File: config.mk
export PLATFORM = sky130hd
export DESIGN_NAME = apt_fifo
export DESIGN_NICKNAME = d
export VERILOG_FILES = /design/src/hdl/apt_pkg.sv /design/src/hdl/apt_fifo.sv
export SDC_FILE = /design/constraint.sdc
export NUM_CORES = 1
export LEC_CHECK = 0
export ABC_CLOCK_PERIOD_IN_PS = 7800
export CAP_MARGIN = 25
export CORE_MARGIN = 2
export CORE_UTILIZATION = 50
export CTS_CLUSTER_DIAMETER = 30
export DETAILED_ROUTE_END_ITERATION = 8
export DONT_BUFFER_PORTS = 1
export GPL_ROUTABILITY_DRIVEN = 0
export PLACE_DENSITY = 0.65
export SLEW_MARGIN = 40
export SYNTH_ARGS = -nofsm -noshare
export SYNTH_HDL_FRONTEND = slang
export SYNTH_SLANG_ARGS = --single-unit
File: constraint.sdc
create_clock -name clk -period 7.8 [get_ports clk]
set_clock_uncertainty 0.2 [all_clocks]
set_input_delay 0.78 -clock clk [delete_from_list [all_inputs] [get_ports clk]]
set_output_delay 0.78 -clock clk [all_outputs]
set_load 0.03 [all_outputs]
File: src/hdl/apt_pkg.sv
// apt_pkg: shared constants and types of the affine point transform core.
// Depends on nothing; every other file refers to it by scoped names.
`timescale 1ns / 1ps
`default_nettype none

package apt_pkg;

    // Fixed-point format and geometry
    localparam int FRAC_BITS   = 16;
    localparam int DIMENSION   = 3;
    localparam int DIM_MAX     = 3;
    localparam int WORD_W      = 32;
    localparam int ENTRY_COUNT = 12;
    localparam int INDEX_W     = 4;
    localparam int TRANS_BASE  = 3 * DIM_MAX;   // first entry of the translation column
    localparam int DIAG_STEP   = DIM_MAX + 1;   // stride between diagonal entries

    // Datapath widths
    localparam int PROD_W  = 2 * WORD_W;
    localparam int SHIFT_W = PROD_W - FRAC_BITS;
    localparam int SUM_W   = SHIFT_W + 2;

    // Queue between front and back
    localparam int FIFO_PTR_W = 1;
    localparam int FIFO_DEPTH = 1 << FIFO_PTR_W;
    localparam int FIFO_CNT_W = FIFO_PTR_W + 1;

    // Operation codes
    localparam logic OP_LOAD  = 1'b0;
    localparam logic OP_XFORM = 1'b1;

    localparam logic [WORD_W-1:0] FIX_ONE = WORD_W'(1) << FRAC_BITS;

    typedef logic [DIM_MAX-1:0][WORD_W-1:0] point_t;

    // Item as it travels through the queue
    typedef struct packed {
        logic               operation;
        logic [INDEX_W-1:0] entry_index;
        logic [WORD_W-1:0]  entry_value;
        point_t             point;
    } item_t;

endpackage

`default_nettype wire

File: src/hdl/apt_fifo.sv
// apt_fifo: short register queue between the front and the back.
// Depends on apt_pkg for the item type and depth.
`timescale 1ns / 1ps
`default_nettype none

module apt_fifo (
    input  wire logic            clk,
    input  wire logic            rst_n,
    input  wire logic            push,
    input  wire apt_pkg::item_t  push_data,
    input  wire logic            pop,
    output apt_pkg::item_t       head,
    output logic                 full,
    output logic                 empty
);

    apt_pkg::item_t                   mem_reg [apt_pkg::FIFO_DEPTH];
    logic [apt_pkg::FIFO_PTR_W-1:0]   wr_ptr_reg, wr_ptr_next;
    logic [apt_pkg::FIFO_PTR_W-1:0]   rd_ptr_reg, rd_ptr_next;
    logic [apt_pkg::FIFO_CNT_W-1:0]   count_reg, count_next;

    assign full  = (count_reg == apt_pkg::FIFO_CNT_W'(apt_pkg::FIFO_DEPTH));
    assign empty = (count_reg == '0);
    assign head  = mem_reg[rd_ptr_reg];

    // Pointer and fill count update
    always_comb
    begin
        wr_ptr_next = push ? wr_ptr_reg + 1'b1 : wr_ptr_reg;
        rd_ptr_next = pop  ? rd_ptr_reg + 1'b1 : rd_ptr_reg;
        count_next  = count_reg;
        if (push && !pop)
        begin
            count_next = count_reg + 1'b1;
        end
        else if (pop && !push)
        begin
            count_next = count_reg - 1'b1;
        end
    end

    always_ff @(posedge clk or negedge rst_n)
    begin
        if (!rst_n)
        begin
            wr_ptr_reg <= '0;
            rd_ptr_reg <= '0;
            count_reg  <= '0;
        end
        else
        begin
            wr_ptr_reg <= wr_ptr_next;
            rd_ptr_reg <= rd_ptr_next;
            count_reg  <= count_next;
        end
    end

    // Storage, no reset needed
    always_ff @(posedge clk)
    begin
        if (push)
        begin
            mem_reg[wr_ptr_reg] <= push_data;
        end
    end

endmodule

`default_nettype wire

# [Word level (Yosys, flattened, before mapping)]
# Memories as Yosys holds them, arrays and structs flattened.
# Cells that the tools add are included.
[word_totals] ff_bits=4 latch_bits=0 ram_bits=266 romBits=0 inputBits=137 out_inout_bits=135 mem_count=1
[op_classes] addsub=4 n_mul=0 n_div=0 magnitude_cmp=0 n_eq_ne=1 shifts=0 n_mux=4 bitwise_logic=0 reduce_logical=6
[memory_table] memory="mem_reg" depth=2 word_bits=133 read_ports=1 rd_clocked_by_memory_dff=0 write_ports=1 line="apt_fifo.sv:17" source="apt_pkg::item_t mem_reg [apt_pkg::FIFO_DEPTH];"
[ops] cell="2-to-1 mux 2 bit" n=2
[ops] cell="adder 1 bit, second input constant" n=2
[ops] cell="adder 2 x 1 -> 2 bit, second input constant" n=1
[ops] cell="== test 2 bit, second input constant" n=1
[ops] cell="logical AND 1 bit" n=2
[ops] cell="logical NOT 1 bit" n=2
[ops] cell="logical NOT 2 bit" n=1
[ops] cell="2-to-1 mux 1 bit" n=2
[ops] cell="nonzero test 2 bit" n=1
[ops] cell="subtractor 2 x 1 -> 2 bit, second input constant" n=1

# [Logic depth before layout (Yosys ltp)]
[logic_depth] depth_word=4 mapped_depth=5 mapped_depth_nobuf=5

# [Least setup slack after synthesis]
# Ideal clock, no wire load.
[synth_path] kind="input -> register" startpoint="in push" endpoint="mem mem_reg[0][0] (netlist name) (enable)" setup_ns=0.643 arrival_time_ns=6.542 required_ns=6.957 setup_slack_ns=0.415 path_stages=1 path_buffers=0 path_cell_list="nor2b_1"
[synth_via] elab_chain_len=2
[synth_rtl] element="start: declaration" line="apt_fifo.sv:9" source="input wire logic push,"
[synth_rtl] element="2-to-1 mux 1 bit" line="apt_fifo.sv:61" source="if (push)"
[synth_rtl] element="2-to-1 mux 1 bit (not written as such)" line="apt_fifo.sv:63" source="mem_reg[wr_ptr_reg] <= push_data;"
[synth_rtl] element="end: declaration" line="apt_fifo.sv:17"
# Every way passes these cells.

==> results by group <==
Clocking
  – Number of setup buffers added after CTS: 0
  – CTS tree: yes
  – Clk slew on worst S/H paths: 0.06 ns
  – CTS root buffer: clkbuf_16
  – Clock buffer count from CTS: 42
  – Worst skew pair latency: 0.50 ns
  – H-tree depth: 2
  – Clk buf depth: 3
  – CTS Sinks: 270

Power
  – Tot Pwr: 5.26 mW
  – Max IR drop VDD: 0.284 mV
  – Leak Pwr: 4.06 nW
  – Pwr per Cell Area: 450 nW/um^2

Global route
  – GRT Util Overall: 0.163
  – Largest net degree at the start of global routing: 71
  – GRT overflow: 0
  – First-pass GRT wire length: 26.4 mm
  – Vias in the first global route: 4505
  – Initial antenna violation count: 0

STA
  – Period utilization: 0.423
  – Fmax: 0.303 GHz
  – Total Neg Setup Slack: 0 ns
  – RSZ-0062 raised after global routing: false
  – Final setup violation count: 0
  – Final worst slack: 4.50 ns
  – Headroom to the max-slew limit: 0.539
  – Max-slew violations: 0
  – Worst-Margin Slew: 0.691 ns
  – Hold Fails Final Rpt: 0
  – Final min period: 3.30 ns

Place
  – Port-buffer cells: 0
  – Final HPWL DP: 11.1 mm
  – Placed Cells: 686
  – Place WS: 4.81 ns

Critical path
  – Bufs and invs on worst path: 1
  – Slowest stage delay, CP: 0.68 ns
  – Setup Crit Path Kind: reg -> out
  – Worst EP required: 6.82 ns
  – Delay-heaviest family, CP: flip-flops
  – RR Startpoint: wr_ptr_reg
  – Arrival @ worst endpoint: 2.32 ns
  – Critical Path Source Type: flop
  – CP Launch Point: rd_ptr_reg
  – Crit. End Element: primary output
  – Crit path cell chain: buf_6, mux2_2
  – Crit path max fanout: 63
  – Slowest cell on crit path: dfrtp_4

Routing
  – WL per Instance: 22.6 um
  – Routed via count: 4104
  – Metal2 WL: 8.64 mm
  – Routed Antenna Nets: 0
  – DR top layer: met4
  – 1st-iter DRT viols: 159
  – Average vias per placed instance: 5.38
  – DRC Markers: 0
  – WL met3: 2.36 mm
  – Initial DRT Pass Iterations: 4
  – M1 WL: 5.84 mm
  – Total Wirelength: 17.3 mm

Cells and area
  – Antenna diode count: 0
  – Syn-to-layout area delta: 16.6%
  – Fin nets: 604
  – Layout cell share with drive strength beyond 1: 0.414
  – FILL cells: 1419
  – Number of flip-flops in the largest register: 266
  – Commonest non-fill, non-tap cells in the layout: 266 x edfxtp_1, 73 x mux2_2, 60 x mux2_4, 42 x clkbuf_16, 7 x clkinv_1
  – Cell Count, Final, Fillers Out: 763
  – Most common cell after layout, fill and taps aside: edfxtp_1

Die
  – Die area: 21200 um^2
  – # IOs: 272
  – Die width: 146 um
  – Core box area: 19600 um^2
  – DIE HEIGHT: 146 um
  – Row count: 51
  – Initial Util: 0.512

Synth
  – Proportion of synthesized area in mux cells: 0.172
  – Xor/xnor cell area share of the yosys netlist: 0.00437
  – Post-Synth Adder-Cell Area: 0.00125
  – Mapped Nets: 568
  – Cell taking the most area after synthesis: edfxtp_1
  – Largest family of logic cells by synthesized area: multiplexers
  – Post-Synthesis Cells: 430
  – Synthesis-stage register bit count: 270
  – Synthesized area: 10000 um^2
  – Syn avg cell area: 23.3 um^2
  – Compound-Gate Fraction of Synth Area: 0
  – Count of different cell masters after synthesis: 13
  – Synth warnings: 0
  – Post-synthesis sequential area ratio: 0.807
  – Top post-synthesis cells by area: edfxtp_1 80%, mux2_4 9.0%, mux2_2 8.2%, dfrtp_1 1.0%, buf_6 0.90%
  – Synth top area share: 0.797
  – Synth Area in Simple Gates: 0.00262

Worst hold path
  – Hold_sp: push_data[131]
  – Worst hold path type: in -> reg

Flow run
  – Max Cap Viol: 0

Run status
  – Status: completed
==> layer usage <==
metal / track usage / up-vias
li1: - / 1806
met1: 0.173 / 2040
met2: 0.265 / 220
met3: 0.0997 / 38
met4: 0.0627 / 0
met5: 0 / -
==> what timing repair did <==
action | 4_1_cts | 5_1_grt
gates resized for setup | 0 | 0
hold buffers | 1 | 0
endpoints found under the hold margin | 4 | 0
==> cell usage after synthesis <==
library cell / number
edfxtp_1: 266
mux2_2: 73
mux2_4: 60
buf_6: 8
buf_2: 7
dfrtp_1: 4
xor2_1: 4
nor2_1: 2
nor2b_1: 2
and2_1: 1
ha_1: 1
inv_1: 1
xnor2_1: 1
==> per-stage QoR <==
step	hold WS, ns	area, um^2	utilization
finish	0.147	11700	0.596
global route	0.121	11700	0.596
CTS	0.128	11700	0.596
detailed placement	0.285	10300	0.526
global placement	0.280	10300	0.525
floorplan	0.255	10000	-
==> final timing paths <==
check	end	slack, ns	depth (start not counted)
worst min register to register	count_reg[1]	0.31	1
worst max-delay path	head[123]	4.50	2
worst min-delay path	mem_reg[0][131]	0.15	0
worst max register to register	mem_reg[1][46]	5.70	2
max in group asynchronous	rd_ptr_reg	6.83	1
min in group asynchronous	count_reg[1]	0.36	1
==> where the power goes <==
part | switching [mW] | leakage (nW) | internal [mW]
registers | 0.0965 | 2.54 | 1.93
clock network | 0.629 | 0.644 | 1.10
logic | 1.04 | 0.874 | 0.459
==> final cells by class <==
cell class / count / area (um^2) / area share
flip-flops and latches: 270 / 8090 / 0.692
multi-input cells: 144 / 1820 / 0.155
inverters: 1 / 3.75 / 0.000321
well taps: 265 / 332 / 0.0284
clock buffers: 47 / 1070 / 0.0916
clock inverters: 29 / 287 / 0.0245
repair buffers: 7 / 86.3 / 0.00739
==> worst register-to-register path: stages, from the launching register on <==
cell and delay (ns):
dfrtp_1 0.42, and2_4 0.46, buf_6 0.56
==> kinds of logic (layout without fill, tap and decap cells) <==
kind of cell,after synthesis,after routing
flops,270,270
simple gates,5,5
fa+ha+maj,1,1
mux,133,133
xor+xnor,5,5
buf+inv,16,84
(Power assumes the default switching activity.)
